[config.mk]
export PLATFORM = sky130hd
export DESIGN_NAME = blitter_line_draw_stepper
export DESIGN_NICKNAME = d
export VERILOG_FILES = /design/src/rtl/bld_pkg.sv /design/src/rtl/bld_cfg_regs.sv /design/src/rtl/bld_step.sv /design/src/rtl/blitter_line_draw_stepper.sv
export SDC_FILE = /design/constraint.sdc
export NUM_CORES = 1
export LEC_CHECK = 0
export BUFFER_PORTS_ARGS = -buffer_cell sky130_fd_sc_hd__buf_2
export CAP_MARGIN = 20
export CORE_ASPECT_RATIO = 1.75
export CORE_MARGIN = 2
export CORE_UTILIZATION = 40
export DETAILED_ROUTE_END_ITERATION = 6
export PLACE_DENSITY_LB_ADDON = 0.25
export SYNTH_ARGS = -nofsm -noshare
export SYNTH_HDL_FRONTEND = slang
export SYNTH_SLANG_ARGS = --single-unit
[constraint.sdc]
create_clock -name clk_i -period 7.6 [get_ports clk_i]
set_clock_uncertainty 0.2 [all_clocks]
set_input_delay 1.9 -clock clk_i [delete_from_list [all_inputs] [get_ports clk_i]]
set_output_delay 1.9 -clock clk_i [all_outputs]
set_load 0.05 [all_outputs]
[src/rtl/bld_pkg.sv]
package bld_pkg;

  // configuration register indexes
  typedef enum logic [2:0] {
    REG_CONTROL0  = 3'd0,
    REG_CONTROL1  = 3'd1,
    REG_A_MODULO  = 3'd2,
    REG_B_MODULO  = 3'd3,
    REG_C_MODULO  = 3'd4,
    REG_A_PATTERN = 3'd5,
    REG_B_TEXTURE = 3'd6
  } bld_reg_e;

  // input word kinds
  typedef enum logic {
    OP_START = 1'b0,
    OP_STEP  = 1'b1
  } bld_op_e;

  localparam logic [15:0] A_PATTERN_RESET = 16'h8000;
  localparam logic [15:0] B_TEXTURE_RESET = 16'hFFFF;
  localparam int unsigned DOT_WRAP_STEP   = 2;

  // control0 fields
  localparam int unsigned C0_SHIFT_LSB = 12;
  localparam int unsigned C0_D_ENABLE  = 8;
  // control1 fields
  localparam int unsigned C1_ROT_LSB   = 12;
  localparam int unsigned C1_SIGN      = 6;
  localparam int unsigned C1_SUD       = 4;
  localparam int unsigned C1_SUL       = 3;
  localparam int unsigned C1_AUL       = 2;
  localparam int unsigned C1_ONE_DOT   = 1;

  typedef struct packed {
    logic [15:0]        control0;
    logic [15:0]        control1;
    logic signed [15:0] a_modulo;
    logic signed [15:0] b_modulo;
    logic signed [15:0] c_modulo;
    logic [15:0]        a_pattern;
    logic [15:0]        b_texture;
  } bld_cfg_t;

  function automatic logic [15:0] bld_minterm(input logic [15:0] a, input logic [15:0] b,
                                              input logic [15:0] c, input logic [7:0] mt);
    logic [15:0] r;
    r = '0;
    for (int i = 0; i < 16; i++) begin
      r[i] = mt[{a[i], b[i], c[i]}];
    end
    return r;
  endfunction

  function automatic logic [15:0] bld_rotr(input logic [15:0] w, input logic [3:0] rot);
    logic [31:0] dbl;
    dbl = {w, w} >> rot;
    return dbl[15:0];
  endfunction

endpackage

[src/rtl/bld_cfg_regs.sv]
module bld_cfg_regs (
  input  logic               clk_i,
  input  logic               rst_ni,
  input  logic               cfg_valid_i,
  output logic               cfg_ready_o,
  input  logic [2:0]         cfg_index_i,
  input  logic [15:0]        cfg_data_i,
  output bld_pkg::bld_cfg_t  cfg_o
);
  import bld_pkg::*;

  bld_cfg_t cfg_q, cfg_d;

  assign cfg_ready_o = 1'b1;
  assign cfg_o       = cfg_q;

  always_comb begin
    cfg_d = cfg_q;
    if (cfg_valid_i) begin
      unique case (bld_reg_e'(cfg_index_i))
        REG_CONTROL0:  cfg_d.control0  = cfg_data_i;
        REG_CONTROL1:  cfg_d.control1  = cfg_data_i;
        REG_A_MODULO:  cfg_d.a_modulo  = cfg_data_i;
        REG_B_MODULO:  cfg_d.b_modulo  = cfg_data_i;
        REG_C_MODULO:  cfg_d.c_modulo  = cfg_data_i;
        REG_A_PATTERN: cfg_d.a_pattern = cfg_data_i;
        REG_B_TEXTURE: cfg_d.b_texture = cfg_data_i;
        default:       cfg_d = cfg_q;
      endcase
    end
  end

  always_ff @(posedge clk_i or negedge rst_ni) begin
    if (!rst_ni) begin
      cfg_q           <= '0;
      cfg_q.a_pattern <= A_PATTERN_RESET;
      cfg_q.b_texture <= B_TEXTURE_RESET;
    end else begin
      cfg_q <= cfg_d;
    end
  end

endmodule

[src/rtl/bld_step.sv]
module bld_step #(
  parameter int unsigned ADDR_BITS   = 21,
  parameter int unsigned LENGTH_BITS = 10
) (
  input  bld_pkg::bld_cfg_t         cfg_i,
  // current line state
  input  logic [ADDR_BITS-1:0]      c_ptr_i,
  input  logic [ADDR_BITS-1:0]      d_ptr_i,
  input  logic [15:0]               err_i,
  input  logic                      sign_i,
  input  logic [3:0]                shift_i,
  input  logic [15:0]               tex_i,
  input  logic                      one_dot_i,
  input  logic [LENGTH_BITS:0]      remain_i,
  input  logic                      zero_i,
  input  logic                      busy_i,
  // input word
  input  logic                      op_i,
  input  logic [ADDR_BITS-1:0]      c_start_i,
  input  logic [ADDR_BITS-1:0]      d_start_i,
  input  logic signed [15:0]        error_start_i,
  input  logic [LENGTH_BITS-1:0]    length_i,
  input  logic [15:0]               c_word_i,
  // next line state
  output logic [ADDR_BITS-1:0]      c_ptr_o,
  output logic [ADDR_BITS-1:0]      d_ptr_o,
  output logic [15:0]               err_o,
  output logic                      sign_o,
  output logic [3:0]                shift_o,
  output logic [15:0]               tex_o,
  output logic                      one_dot_o,
  output logic [LENGTH_BITS:0]      remain_o,
  output logic                      zero_o,
  output logic                      busy_o,
  // result word
  output logic                      result_o,
  output logic [15:0]               wdata_o,
  output logic                      last_o
);
  import bld_pkg::*;

  logic                   sud, x_move, x_left, y_move, y_up, x_wrap;
  logic [15:0]            a_word, b_word;
  logic signed [15:0]     err_inc;
  logic [15:0]            err_next;
  logic [ADDR_BITS-1:0]   cmod_ext, x_delta, y_delta, delta;
  logic [3:0]             shift_next;
  logic [LENGTH_BITS:0]   remain_next;

  // octant decode: one x move and one y move at most per dot
  assign sud    = cfg_i.control1[C1_SUD];
  assign x_move = sud ? 1'b1 : !sign_i;
  assign x_left = sud ? cfg_i.control1[C1_AUL] : cfg_i.control1[C1_SUL];
  assign y_move = sud ? !sign_i : 1'b1;
  assign y_up   = sud ? cfg_i.control1[C1_SUL] : cfg_i.control1[C1_AUL];

  assign x_wrap = x_left ? (shift_i == 4'd0) : (shift_i == 4'd15);

  always_comb begin
    shift_next = shift_i;
    x_delta    = '0;
    if (x_move) begin
      shift_next = x_left ? shift_i - 4'd1 : shift_i + 4'd1;
      if (x_wrap) begin
        x_delta = x_left ? '0 - ADDR_BITS'(DOT_WRAP_STEP) : ADDR_BITS'(DOT_WRAP_STEP);
      end
    end
  end

  assign cmod_ext = ADDR_BITS'(cfg_i.c_modulo);
  assign y_delta  = !y_move ? '0 : (y_up ? '0 - cmod_ext : cmod_ext);
  assign delta    = x_delta + y_delta;

  // dot pattern, texture and minterm
  always_comb begin
    a_word = cfg_i.a_pattern >> shift_i;
    if (cfg_i.control1[C1_ONE_DOT] && one_dot_i) begin
      a_word = '0;
    end
  end
  assign b_word  = {16{tex_i[0]}};
  assign wdata_o = bld_minterm(a_word, b_word, c_word_i, cfg_i.control0[7:0]);

  assign err_inc     = sign_i ? cfg_i.b_modulo : cfg_i.a_modulo;
  assign err_next    = err_i + err_inc;
  assign remain_next = remain_i - (LENGTH_BITS+1)'(1);
  assign last_o      = (remain_next == '0);

  always_comb begin
    c_ptr_o   = c_ptr_i;
    d_ptr_o   = d_ptr_i;
    err_o     = err_i;
    sign_o    = sign_i;
    shift_o   = shift_i;
    tex_o     = tex_i;
    one_dot_o = one_dot_i;
    remain_o  = remain_i;
    zero_o    = zero_i;
    busy_o    = busy_i;
    result_o  = 1'b0;
    unique case (bld_op_e'(op_i))
      OP_START: begin
        c_ptr_o   = c_start_i;
        d_ptr_o   = d_start_i;
        err_o     = error_start_i;
        sign_o    = cfg_i.control1[C1_SIGN];
        shift_o   = cfg_i.control0[C0_SHIFT_LSB +: 4];
        tex_o     = bld_rotr(cfg_i.b_texture, cfg_i.control1[C1_ROT_LSB +: 4]);
        one_dot_o = 1'b0;
        remain_o  = (length_i == '0) ? {1'b1, {LENGTH_BITS{1'b0}}}
                                     : {1'b0, length_i};
        zero_o    = 1'b1;
        busy_o    = 1'b1;
      end
      OP_STEP: begin
        if (busy_i) begin
          result_o  = 1'b1;
          c_ptr_o   = c_ptr_i + delta;
          d_ptr_o   = d_ptr_i + delta;
          err_o     = err_next;
          sign_o    = err_next[15];
          shift_o   = shift_next;
          tex_o     = {tex_i[14:0], tex_i[15]};
          one_dot_o = !y_move;
          remain_o  = remain_next;
          zero_o    = zero_i && (wdata_o == '0);
          busy_o    = !last_o;
        end
      end
      default: begin
        result_o = 1'b0;
      end
    endcase
  end

endmodule

[src/rtl/blitter_line_draw_stepper.sv]
// channel  | direction | handshake                 | word
// ---------+-----------+---------------------------+-------------------------------------
// cfg      | in        | cfg_valid_i / cfg_ready_o | register index, 16-bit data
// in       | in        | in_valid_i  / in_stall_o  | op, start pointers, error, length, c word
// out      | out       | out_valid_o / out_stall_i | write address/data/enable, read addr, flags
//
// one input word per cycle while in_stall_o is low; a step word's result appears in the cycle after acceptance
// the whole dot step (minterm, error add, pointer add) is one combinational pass
// between the line state registers and the output register
// in_stall_o rises only while a result is held and out_stall_i is high
// reset clears the line state (idle), loads register defaults; no clearing pass
module blitter_line_draw_stepper #(
  parameter int unsigned ADDR_BITS   = 21,
  parameter int unsigned LENGTH_BITS = 10
) (
  input  logic                   clk_i,
  input  logic                   rst_ni,
  // configuration write channel
  input  logic                   cfg_valid_i,
  output logic                   cfg_ready_o,
  input  logic [2:0]             cfg_index_i,
  input  logic [15:0]            cfg_data_i,
  // input words
  input  logic                   in_valid_i,
  output logic                   in_stall_o,
  input  logic                   op_i,
  input  logic [ADDR_BITS-1:0]   c_start_i,
  input  logic [ADDR_BITS-1:0]   d_start_i,
  input  logic signed [15:0]     error_start_i,
  input  logic [LENGTH_BITS-1:0] length_i,
  input  logic [15:0]            c_word_i,
  // result words
  output logic                   out_valid_o,
  input  logic                   out_stall_i,
  output logic [ADDR_BITS-1:0]   write_address_o,
  output logic [15:0]            write_data_o,
  output logic                   write_enable_o,
  output logic [ADDR_BITS-1:0]   next_read_address_o,
  output logic                   last_o,
  output logic                   all_zero_o
);
  import bld_pkg::*;

  bld_cfg_t cfg;

  // line state
  logic [ADDR_BITS-1:0]   c_ptr_q, c_ptr_d, d_ptr_q, d_ptr_d;
  logic [15:0]            err_q, err_d, tex_q, tex_d;
  logic                   sign_q, sign_d, one_dot_q, one_dot_d;
  logic                   zero_q, zero_d, busy_q, busy_d;
  logic [3:0]             shift_q, shift_d;
  logic [LENGTH_BITS:0]   remain_q, remain_d;

  // step outputs
  logic                   has_result, step_last;
  logic [15:0]            step_wdata;

  // output register
  logic                   out_valid_q, out_valid_d;
  logic [ADDR_BITS-1:0]   waddr_q, raddr_q;
  logic [15:0]            wdata_q;
  logic                   wen_q, last_q, zero_out_q;

  logic                   in_accept, load_out;

  bld_cfg_regs u_cfg (
    .clk_i       (clk_i),
    .rst_ni      (rst_ni),
    .cfg_valid_i (cfg_valid_i),
    .cfg_ready_o (cfg_ready_o),
    .cfg_index_i (cfg_index_i),
    .cfg_data_i  (cfg_data_i),
    .cfg_o       (cfg)
  );

  bld_step #(
    .ADDR_BITS   (ADDR_BITS),
    .LENGTH_BITS (LENGTH_BITS)
  ) u_step (
    .cfg_i         (cfg),
    .c_ptr_i       (c_ptr_q),
    .d_ptr_i       (d_ptr_q),
    .err_i         (err_q),
    .sign_i        (sign_q),
    .shift_i       (shift_q),
    .tex_i         (tex_q),
    .one_dot_i     (one_dot_q),
    .remain_i      (remain_q),
    .zero_i        (zero_q),
    .busy_i        (busy_q),
    .op_i          (op_i),
    .c_start_i     (c_start_i),
    .d_start_i     (d_start_i),
    .error_start_i (error_start_i),
    .length_i      (length_i),
    .c_word_i      (c_word_i),
    .c_ptr_o       (c_ptr_d),
    .d_ptr_o       (d_ptr_d),
    .err_o         (err_d),
    .sign_o        (sign_d),
    .shift_o       (shift_d),
    .tex_o         (tex_d),
    .one_dot_o     (one_dot_d),
    .remain_o      (remain_d),
    .zero_o        (zero_d),
    .busy_o        (busy_d),
    .result_o      (has_result),
    .wdata_o       (step_wdata),
    .last_o        (step_last)
  );

  // accept whenever the output register is empty or being drained
  assign in_stall_o = out_valid_q && out_stall_i;
  assign in_accept  = in_valid_i && !in_stall_o;
  assign load_out   = in_accept && has_result;

  always_comb begin
    out_valid_d = out_valid_q;
    if (load_out) begin
      out_valid_d = 1'b1;
    end else if (!out_stall_i) begin
      out_valid_d = 1'b0;
    end
  end

  // line state registers
  always_ff @(posedge clk_i or negedge rst_ni) begin
    if (!rst_ni) begin
      c_ptr_q     <= '0;
      d_ptr_q     <= '0;
      err_q       <= '0;
      sign_q      <= 1'b0;
      shift_q     <= '0;
      tex_q       <= '0;
      one_dot_q   <= 1'b0;
      remain_q    <= '0;
      zero_q      <= 1'b1;
      busy_q      <= 1'b0;
      out_valid_q <= 1'b0;
    end else begin
      out_valid_q <= out_valid_d;
      if (in_accept) begin
        c_ptr_q   <= c_ptr_d;
        d_ptr_q   <= d_ptr_d;
        err_q     <= err_d;
        sign_q    <= sign_d;
        shift_q   <= shift_d;
        tex_q     <= tex_d;
        one_dot_q <= one_dot_d;
        remain_q  <= remain_d;
        zero_q    <= zero_d;
        busy_q    <= busy_d;
      end
    end
  end

  // result payload, write address is the d pointer before the step
  always_ff @(posedge clk_i) begin
    if (load_out) begin
      waddr_q    <= d_ptr_q;
      wdata_q    <= step_wdata;
      wen_q      <= cfg.control0[C0_D_ENABLE];
      raddr_q    <= c_ptr_d;
      last_q     <= step_last;
      zero_out_q <= zero_d;
    end
  end

  assign out_valid_o         = out_valid_q;
  assign write_address_o     = waddr_q;
  assign write_data_o        = wdata_q;
  assign write_enable_o      = wen_q;
  assign next_read_address_o = raddr_q;
  assign last_o              = last_q;
  assign all_zero_o          = zero_out_q;

endmodule

==> summary.md, run 1 <==
| Metric | Value |
|---|---|
| Status | finished clean |
| Clock tree buffer depth | 3 |
| Gate Count Post-Synth | 1553 |
| Port buffer count | 171 |
| # setup viols final | 0 |
| Antenna violations before repair | 2 |
| RSZ-0062 raised after global routing | false |
| Post-DP Area | 0.0181 mm2 |
| Yosys cell types | 74 |
| DP Wirelength | 34200 um |
| Worst Max-Slew Pin Slew | 991 ps |
| DR pass1 iterations | 5 |
| Period utilisation layout | 0.874 |
| CP Class | reg2reg |
| Warnings, synthesis | 0 |
| Leak | 0.00823 uW |
| Mean Syn Cell Area | 10.7 um2 |
| CTS root buf | clkbuf_16 |
| Cell with the most instances after synthesis | dfrtp_1 |
| Reg clk slew, reported paths | 70 ps |
| Post-CTS Hold Buffers | 0 |
| Worst skew pair latency | 560 ps |
| Synthesized Nets | 1745 |
| GRT Total Usage | 0.216 |
| Number of synthesized flops with an enable pin | 61 |
| Max-slew headroom | 0.338 |
| Top cells by area, synth | dfrtp_1, edfxtp_1, mux2_2 |
| Commonest cells in the netlist | dfrtp_1, nand2_1, mux2_2, nor2_1, a21oi_1 |
| Pin count of the biggest net entering global routing | 159 |
| Crit path capture type | register |
| CTS sink cnt | 257 |
| Post-synthesis cell area | 0.0167 mm2 |
| MaxCap Viol Count | 0 |
| Total core area | 0.0414 mm2 |
| Die width | 158 um |
| Setup TNS | 0 ps |
| Layout cells sized above 1 | 0.287 |
| Critical Path AT | 6870 ps |
| Multi-input combinational cell area | 0.00948 mm2 |
| Hold WC Path Type | reg2reg |
| Initial cell density of the core | 0.403 |
| Antenna-violating nets left | 0 |
| Storage cell area | 0.00676 mm2 |
| Fin. max-slew vios | 0 |
| CTS Buf Count | 27 |
| Worst-path maximum fanout | 25 |
| Placer congestion estimate | 0.941 |
| Vias in the first global route | 13000 |
| Via count | 12800 |
| CTS tree | yes |
| Post-synth top area share | 0.267 |
| FILL cells | 3964 |
| Vias/cell | 5.66 |
| Post-route cell area | 0.0190 mm2 |
| FP Rows | 99 |
| Remaining DRCs | 0 |
| Final #Nets | 1876 |
| Peak VDD IR | 184 uV |
| Leading area contributor after synthesis | dfrtp_1 |
| Power Dens Cells | 441 mW/mm2 |
| WL final | 46300 um |
| H-tree depth | 1 |
| # resized after CTS | 0 |
| Min Clock Period, post-route | 6640 ps |
| CP Launch Type | register |
| GRT Residual Overflow | 0 |
| IO Count | 173 |
| Hold_ws | 250 ps |
| Routed len/inst | 20.5 um |
| FMAX | 0.151 GHz |
| Initial DRC count | 675 |
| Area delta synth->final | 14.2% |
| Critical path required time | 7830 ps |
| Sequential cell area fraction in the yosys report | 0.405 |
| Post-CTS setup buffer count | 0 |
| #FFs+latches synth | 257 |
| Ys async rst share | 0.763 |
| Die Area | 0.0434 mm2 |
| Top FF cell, synth | dfrtp_1 |
| Die H | 274 um |
| Fin. Hold Viols | 0 |
| First-pass GRT wire length | 72400 um |
-- worst paths after layout --
check	start	to	slack, ps	depth (start not counted)
worst min-delay path	u_cfg.cfg_o[104]	write_enable_o	250	0
max in group asynchronous	rst_ni	tex_q[5]	4930	2
worst max register to register	shift_q[0]	d_ptr_q[20]	960	26
min in group asynchronous	rst_ni	c_ptr_q[16]	1050	1
worst min register to register	u_cfg.cfg_o[104]	write_enable_o	250	0
worst max-delay path	shift_q[0]	d_ptr_q[20]	960	26
-- state kept, by name (all words and copies together), names as in the netlist --
register	flops
all_zero_o	1
busy_q	1
c_ptr_q	21
d_ptr_q	21
err_q	16
last_o	1
next_read_address_o	21
one_dot_q	1
out_valid_o	1
remain_q	11
shift_q	4
sign_q	1
tex_q	16
u_cfg.cfg_o	102
write_address_o	21
write_data_o	16
write_enable_o	1
zero_q	1
-- cell type report --
type / count / area share
clock buffer: 31 / 0.0373
tap: 555 / 0.0365
sequential: 257 / 0.355
clock inverter: 19 / 0.0125
antenna: 2 / 0.000263
timing repair buffer: 189 / 0.0537
inverter: 36 / 0.00709
multi-input combinational: 1173 / 0.498
-- metrics by stage --
stage / cells / power, uW / setup WS (ps) / util
2_1_floorplan: 1553 / 5870 / 1370 / -
3_3_place_gp: 2209 / 6880 / 1180 / 0.437
3_5_place_dp: 2209 / 6970 / 1040 / 0.437
4_1_cts: 2259 / 8440 / 998 / 0.460
5_1_grt: 2261 / 9050 / 351 / 0.460
6_report: 2262 / 8400 / 960 / 0.460
-- logic make-up after synthesis --
kind of cell,after synthesis,synth area share
buf+inv,123,0.0290
xor+xnor,65,0.0341
other cells,1,0.000225
flops,257,0.405
simple gates,404,0.110
compound gates,350,0.130
fa+ha+maj,83,0.0645
mux,270,0.227
-- power by group --
group | internal, uW | switching [uW] | leakage (uW) | total, uW
registers | 1890 | 394 | 0.00288 | 2280
logic | 2110 | 2580 | 0.00490 | 4690
clock network | 843 | 589 | 0.000450 | 1430
-- layout by cell type, fill, tap and decap left out, types with 30 or more instances in the layout --
cell	n
a21o_1	30
mux2i_1	52
nand2_1	155
xnor2_1	46
a31oi_1	30
dfrtp_1	178
mux2_2	144
inv_1	30
buf_2	169
a21oi_1	107
nor2_1	113
o21ai_0	75
edfxtp_1	61
mux4_2	71
ha_1	78
-- worst max-delay path: stages (launching register included) --
cell      delay [ps]
dfrtp_1          990
clkinv_1         470
nand3_1          270
o22a_1           170
nor2_1            50
ha_1             240
inv_1             80
fa_1             200
nor2b_1           50
o21ai_0          190
a21boi_0         140
o21ai_0          220
a21oi_1          120
o21ai_0          240
nand2_1          130
xor2_1           390
ha_1             370
o21ai_0          110
nor2_1            80
nor2_1           100
a31oi_1          160
o41ai_1          440
o21ai_0          310
a31oi_1          290
mux2i_1          250
mux2i_1          200
nor2_1            60
-- layer usage --
layer	wire, um	track usage	share of wire
met3	1780	0.0232	0.038
met5	0	0	0
met1	17100	0.236	0.37
met2	24600	0.399	0.53
met4	2900	0.122	0.063
(Power assumes the default switching activity.)
==> run 2, diff against run 1 <==
- ABC_AREA: default -> 1
==> run 2 against run 1 <==
Via count up 25%. Sequential share of layout area about the same. Cell count up 33%. Maximum frequency up 9.5%. Die area up 2.0%. First-iteration DRC count up 47%. Sequential cell count unchanged.
==> summary.md, run 2 <==
| Metric | Value |
|---|---|
| Fin. Hold Viols | 0 (unchanged) |
| WL final | 54600 um (+18%) |
| Number of flip-flops in the largest register | 102 (unchanged) |
| Crit path setup slack, layout | 1540 ps (+576 ps) |
| Top FF cell, synth | dfrtp_1 |
| CTS root buf | clkbuf_16 |
| MaxCap Viol Count | 0 (unchanged) |
| DR pass1 iterations | 6 (+1) |
| RSZ-0062 raised after global routing | false |
| GRT Total Usage | 0.244 (+0.0286) |
| CP Class | reg2reg |
| Final #Nets | 2619 (+40%) |
| Critical Path Slowest Stage Cell | dfrtp_1 |
| CTS sink cnt | 257 (unchanged) |
| Critical path required time | 7830 ps (about the same) |
| GRT Residual Overflow | 0 (unchanged) |
| Most frequent CP cell | nand2_1 |
| Placer congestion estimate | 0.974 (+3.5%) |
| Post-synth top area share | 0.262 (-0.00543) |
| Via count | 16000 (+25%) |
| Power Dens Cells | 435 mW/mm2 (-1.4%) |
| Leak | 0.00927 uW (+13%) |
| Warnings, synthesis | 0 (unchanged) |
| Die width | 160 um (+1.0%) |
| Fin. max-slew vios | 0 (unchanged) |
| # resized after CTS | 0 (unchanged) |
| Top cells by area, synth | dfrtp_1, nand2_1, edfxtp_1 |
| Synthesized Nets | 2511 (+44%) |
| Cell with the most instances after synthesis | nand2_1 |
| Commonest cells in the netlist | nand2_1, o21ai_0, a21oi_1, inv_1, dfrtp_1 |
| Die H | 277 um (+1.0%) |
| Worst skew pair latency | 570 ps (about the same) |
| Routed len/inst | 18.1 um (-11%) |
| Crit path capture type | register |
| Worst path cell trace | clkinv_1 > nor2_1 > a211oi_1 > nand2_1 > inv_1 > ha_1 > nand2_1 > o21ai_1 > a21oi_1 > o21bai_1 > nand2_1 > o21bai_1 > nand3_1 > nand2_1 > xor2_1 > ha_1 > a21oi_1 > o21ai_0 > a22oi_1 > nand4_1 > nand2_1 > nand2_1 > o21ai_0 > o21ai_0 |
| DP Wirelength | 41600 um (+22%) |
| Commonest non-fill, non-tap cell in the layout | nand2_1 |
| Synth Area in Adders | 0.0632 (-0.00131) |
| Area delta synth->final | 11.8% |
| Vias in the first global route | 16000 (+23%) |
| FMAX | 0.165 GHz (+9.5%) |
| Worst Max-Slew Pin Slew | 1010 ps (+22.4 ps) |
| Max-slew headroom | 0.323 (-0.0147) |
| Antenna violations before repair | 2 (unchanged) |
| Critical Path AT | 6300 ps (-570 ps) |
| Initial cell density of the core | 0.403 (-0.000561) |
| Post-CTS setup buffer count | 0 (unchanged) |
| IO Count | 173 (unchanged) |
| Compound-Gate Fraction of Synth Area | 0.188 (+0.0586) |
| Synth Area in Simple Gates | 0.250 (+0.140) |
| Reg clk slew, reported paths | 70 ps (about the same) |
| Period utilisation layout | 0.798 (-0.0758) |
| Hold WC Path Type | reg2reg |
| Commonest cells after routing, fill and taps aside | nand2_1, o21ai_0, a21oi_1, inv_1, dfrtp_1 |
| Largest family of logic cells by synthesized area | simple AND/OR/NAND/NOR gates |
| Clock tree buffer depth | 3 (unchanged) |
| Max incr delay on CP | 710 ps (-280 ps) |
| Pin count of the biggest net entering global routing | 78 (-51%) |
| Port buffer count | 171 (unchanged) |
| Initial DRC count | 989 (+47%) |
| Leading area contributor after synthesis | dfrtp_1 |
| Die Area | 0.0443 mm2 (+2.0%) |
| Status | finished clean |
| First-pass GRT wire length | 86000 um (+19%) |
| Worst-path maximum fanout | 18 (-28%) |
| CP Launch Type | register |
| Synth Area in XOR/XNOR | 0.0273 (-0.00687) |
| Peak VDD IR | 209 uV (+14%) |
| Layout cells sized above 1 | 0.115 (-0.173) |
| Setup TNS | 0 ps (unchanged) |
| Gate Count Post-Synth | 2319 (+49%) |
| Number of synthesized flops with an enable pin | 61 (unchanged) |
| Post-synthesis cell area | 0.0170 mm2 (+2.1%) |
| FF-to-FF path depth | 24 (-7.7%) |
| Sequential cell area fraction in the yosys report | 0.397 (-0.00825) |
| # setup viols final | 0 (unchanged) |
| Min Clock Period, post-route | 6060 ps (-576 ps) |
| Post-CTS Hold Buffers | 0 (unchanged) |
| CTS Buf Count | 26 (-3.7%) |
| Vias/cell | 5.32 (-6.1%) |
| Pre-CTS setup slack | 1550 ps (+511 ps) |
| Total core area | 0.0423 mm2 (+2.2%) |
| Yosys cell types | 55 (-26%) |
| #FFs+latches synth | 257 (unchanged) |
| FP Rows | 100 (+1.0%) |
| Worst hold path cell count | 2 (+2) |
| H-tree depth | 1 (unchanged) |
| Remaining DRCs | 0 (unchanged) |
| Antenna-violating nets left | 0 (unchanged) |
| Ys async rst share | 0.763 (unchanged) |
| CTS tree | yes |
| Mux cell area share after synthesis | 0 (-0.227) |
| Mean Syn Cell Area | 7.34 um2 (-32%) |
## run 2: cell types whose count changed after synthesis, moves of 20 or more
cell | before | now
nand2_1 | 155 | 651
o21ai_0 | 76 | 297
inv_1 | 32 | 194
mux2_2 | 144 | 0
nand3_1 | 25 | 158
a21oi_1 | 107 | 201
mux4_2 | 71 | 0
mux2i_1 | 52 | 0
xnor2_1 | 46 | 15
nor2_1 | 114 | 140
a21o_1 | 30 | 7
a31oi_1 | 30 | 10
## run 2: metal layers
| layer | track usage | wire length, um | part of all wire |
|---|---|---|---|
| met1 | 0.261 | 20300 | 0.37 |
| met2 | 0.471 | 29300 | 0.54 |
| met3 | 0.0217 | 2060 | 0.038 |
| met4 | 0.125 | 2890 | 0.053 |
| met5 | 0 | 0 | 0 |
## run 2: worst max-delay path: cells and delay by family (launching register included)
family / cells / cell delay [ps]
compound gates: 10 / 1660
xor+xnor: 1 / 370
fa+ha+maj: 2 / 840
buf+inv: 2 / 860
flops: 1 / 710
simple gates: 9 / 1280
## run 2: final cells by class
cell class | count | area [um2]
fill | 4443 | 23300
multi-input combinational | 1757 | 9020
sequential | 257 | 6760
timing repair buffer | 183 | 962
inverter | 202 | 766
tap | 561 | 702
clock buffer | 31 | 689
clock inverter | 17 | 136
antenna | 2 | 5.00
## run 2: kinds of logic after synthesis
logic type                 count (synthesis)
AOI/OAI and AO/OA                        596
xor gates and xnor gates                  53
adders and majority gates                 83
buffers and inverters                    305
DFF                                      257
other                                      1
and+or+nand+nor                         1024
## run 2: worst paths after layout
path / start / endpoint / slack, ps
min: u_cfg.cfg_o[97] / u_cfg.cfg_o[97] / 280
min in group asynchronous: rst_ni / u_cfg.cfg_o[58] / 1130
max: sign_q / d_ptr_q[20] / 1540
min reg2reg: u_cfg.cfg_o[97] / u_cfg.cfg_o[97] / 280
max reg2reg: sign_q / d_ptr_q[20] / 1540
max in group asynchronous: rst_ni / c_ptr_q[19] / 4660
## run 2: power by group
| part | switching [uW] | total (uW) | internal [uW] |
|---|---|---|---|
| Clock | 592 | 1280 | 688 |
| Sequential | 371 | 2230 | 1860 |
| Combinational | 3180 | 4780 | 1600 |
| Total | 4140 | 8280 | 4140 |
## run 2: per-stage QoR
step / area (um2) / power (uW) / util / cells / hold slack [ps]
global placement: 18200 / 6910 / 0.430 / 2959 / 263
CTS: 19000 / 8290 / 0.450 / 3007 / 283
detailed placement: 18200 / 6990 / 0.430 / 2959 / 268
floorplan: 17000 / 5730 / - / 2319 / 225
global route: 19000 / 9000 / 0.450 / 3010 / 295
finish: 19000 / 8280 / 0.450 / 3010 / 284
==> run 3, diff against run 2 <==
- ABC_AREA: 1 -> 0
- clock period: 7.6 -> 5.8 ns (I/O delays scaled with it)
==> run 3 against run 2 <==
Combinational power rose by 36%. Maximum frequency rose by 9.9%. Sequential power rose by 32%. Largest cell class unchanged. Highest routed layer unchanged.
==> summary.md, run 3 (synthesis gave the netlist of run 1 again) <==
| Metric | Value |
|---|---|
| Multi-input combinational cell area | 0.00954 mm2 (+5.8%) |
| CP Launch Type | register |
| CTS root buf | clkbuf_16 |
| Min Clock Period, post-route | 5520 ps (-545 ps) |
| Power Dens Cells | 579 mW/mm2 (+33%) |
| RSZ-0062 raised after global routing | false |
| Max-slew headroom | 0.357 (+0.0335) |
| CTS sink cnt | 257 (unchanged) |
| Commonest non-fill, non-tap cell in the layout | dfrtp_1 |
| R2R setup slack | 280 ps (-1260 ps) |
| Worst Max-Slew Pin Slew | 961 ps (-52.3 ps) |
| H-tree depth | 1 (unchanged) |
| Peak VDD IR | 254 uV (+21%) |
| Pin count of the biggest net entering global routing | 97 (+24%) |
| Die H | 274 um (-1.0%) |
| Crit path setup slack, layout | 281 ps (-1260 ps) |
| Vias/cell | 5.62 (+5.7%) |
| Final #Nets | 1911 (-27%) |
| Leak | 0.00840 uW (-9.5%) |
| Delay-heaviest family, CP | compound AO/OA/AOI/OAI gates |
| FILL cells | 3917 (-12%) |
| Worst skew pair latency | 560 ps (about the same) |
| Max incr delay on CP | 420 ps (-290 ps) |
| Final cell count without fillers | 2295 (-24%) |
| Remaining DRCs | 0 (unchanged) |
| Storage cell area | 0.00676 mm2 (about the same) |
| Area delta synth->final | 15.7% |
| Via count | 12900 (-19%) |
| First-pass GRT wire length | 71700 um (-17%) |
| DP Wirelength | 35100 um (-16%) |
| IO Count | 173 (unchanged) |
| Antenna violations before repair | 1 (-1) |
| DR pass1 iterations | 5 (-1) |
| Pre-CTS setup slack | -201 ps (-1750 ps) |
| Number of flip-flops in the largest register | 102 (unchanged) |
| CTS tree | yes |
| WL final | 47000 um (-14%) |
| Post-CTS Hold Buffers | 0 (unchanged) |
| Status | finished clean |
| FMAX | 0.181 GHz (+9.9%) |
| Reg clk slew, reported paths | 70 ps (about the same) |
| Routed len/inst | 20.5 um (+13%) |
| Initial cell density of the core | 0.403 (+0.000561) |
| Hold_sp | u_cfg.cfg_o[104] |
| Critical path required time | 6050 ps (-1780 ps) |
| FF-to-FF path depth | 24 (unchanged) |
| Worst hold path cell count | 0 (-2) |
| Fin util | 0.467 (+0.0163) |
| Worst-path maximum fanout | 5 (-13) |
| CTS Buf Count | 26 (unchanged) |
| Crit path capture type | register |
| Layout cells sized above 1 | 0.309 (+0.195) |
| Critical Path Slowest Stage Cell | dfrtp_2 |
| Clock tree buffer depth | 3 (unchanged) |
| CP Class | reg2reg |
| GRT Residual Overflow | 0 (unchanged) |
| Reg2reg end | c_ptr_q[19] |
| Fin. Hold Viols | 0 (unchanged) |
| Buf/Inv on CP | 2 (unchanged) |
| Period utilisation layout | 0.952 (+0.154) |
| FP Rows | 99 (-1.0%) |
| # setup viols final | 0 (unchanged) |
| Total core area | 0.0414 mm2 (-2.2%) |
| Worst path cell trace | mux2i_2 > buf_4 > nor2_1 > xnor2_1 > or2_2 > inv_1 > ha_1 > a211oi_1 > o21ai_0 > o31ai_1 > o21ai_1 > a21o_1 > a21oi_1 > xnor2_1 > ha_1 > a21o_1 > a21oi_1 > nor2b_1 > nor2_1 > o21ai_1 > a221oi_1 > xor2_1 > a21oi_1 > mux2_2 |
| Most frequent CP cell | a21oi_1 |
| Port buffer count | 171 (unchanged) |
| Origin of the critical flop-to-flop path | u_cfg.cfg_o[84] |
| MaxCap Viol Count | 0 (unchanged) |
| Fin. max-slew vios | 0 (unchanged) |
| Cells after DPL | 2244 (-24%) |
| Placer congestion estimate | 0.938 (-3.7%) |
| Antenna-violating nets left | 0 (unchanged) |
| Vias in the first global route | 12900 (-19%) |
| Commonest cells after routing, fill and taps aside | dfrtp_1, buf_2, nand2_1, mux2_2, nor2_1 |
| Hold WC Path Type | reg2reg |
| Critical Path AT | 5760 ps (-540 ps) |
| Die width | 158 um (-1.0%) |
| Worst hold endpoint | write_enable_o |
| GRT Total Usage | 0.215 (-0.0290) |
| Die Area | 0.0434 mm2 (-2.0%) |
| Initial DRC count | 660 (-33%) |
==> run 3: layout make-up <==
class,instances,area share
antenna,1,0.000130
clock buffer,37,0.0406
clock inverter,11,0.00480
inverter,36,0.00700
multi-input combinational,1173,0.494
sequential,257,0.350
tap,555,0.0360
timing repair buffer,225,0.0668
==> run 3: per-stage QoR <==
stage	setup TNS [ps]	instance area, um2	total power, uW	hold slack [ps]
after global placement	-111	18300	9240	255
after CTS	0	19200	11200	271
final	0	19300	11200	264
after global routing	0	19300	12000	285
after floorplan	0	16700	7690	221
after detailed placement	-349	18300	9350	244
==> run 3: per-layer routing <==
layer,vias to the layer above,global-route usage,part of all wire
met3,95,0.0180,0.033
met4,0,0.106,0.052
met2,310,0.409,0.55
met5,-,0,0
li1,6110,-,-
met1,6391,0.235,0.37
==> run 3: repair_timing <==
action | 4_1_cts | 5_1_grt
pin swaps | 1 | 4
resized for setup | 3 | 17
setup buffers | 1 | 1
endpoints found under the setup margin | 3 | 20
endpoints found under the hold margin | 0 | 0
==> run 3: power by group <==
part | internal, uW | switching [uW] | leakage [uW]
registers | 2470 | 475 | 0.00288
logic | 2980 | 3510 | 0.00508
clock network | 991 | 750 | 0.000437
==> run 3: how the worst max path moves through the flow <==
stage / startpoint / end / slack [ps] / depth (start not counted)
4_1_cts: u_cfg.cfg_o[84] / d_ptr_q[17] / 40 / 28
6_report: u_cfg.cfg_o[84] / c_ptr_q[19] / 280 / 24
2_1_floorplan: shift_q[1] / d_ptr_q[17] / 10 / 28
3_5_place_dp: u_cfg.cfg_o[84] / d_ptr_q[17] / -200 / 25
5_1_grt: u_cfg.cfg_o[84] / d_ptr_q[19] / 20 / 28
3_3_place_gp: u_cfg.cfg_o[84] / d_ptr_q[17] / -80 / 28
==> run 3: worst reg2reg max path, stage by stage, from the launching register on <==
cell	delay, ps
dfrtp_2	420
mux2i_2	250
buf_4	150
nor2_1	40
xnor2_1	120
or2_2	300
inv_1	60
ha_1	230
a211oi_1	240
o21ai_0	170
o31ai_1	310
o21ai_1	180
a21o_1	200
a21oi_1	170
xnor2_1	310
ha_1	400
a21o_1	190
a21oi_1	150
nor2b_1	70
nor2_1	150
o21ai_1	170
a221oi_1	360
xor2_1	200
a21oi_1	110
mux2_2	280
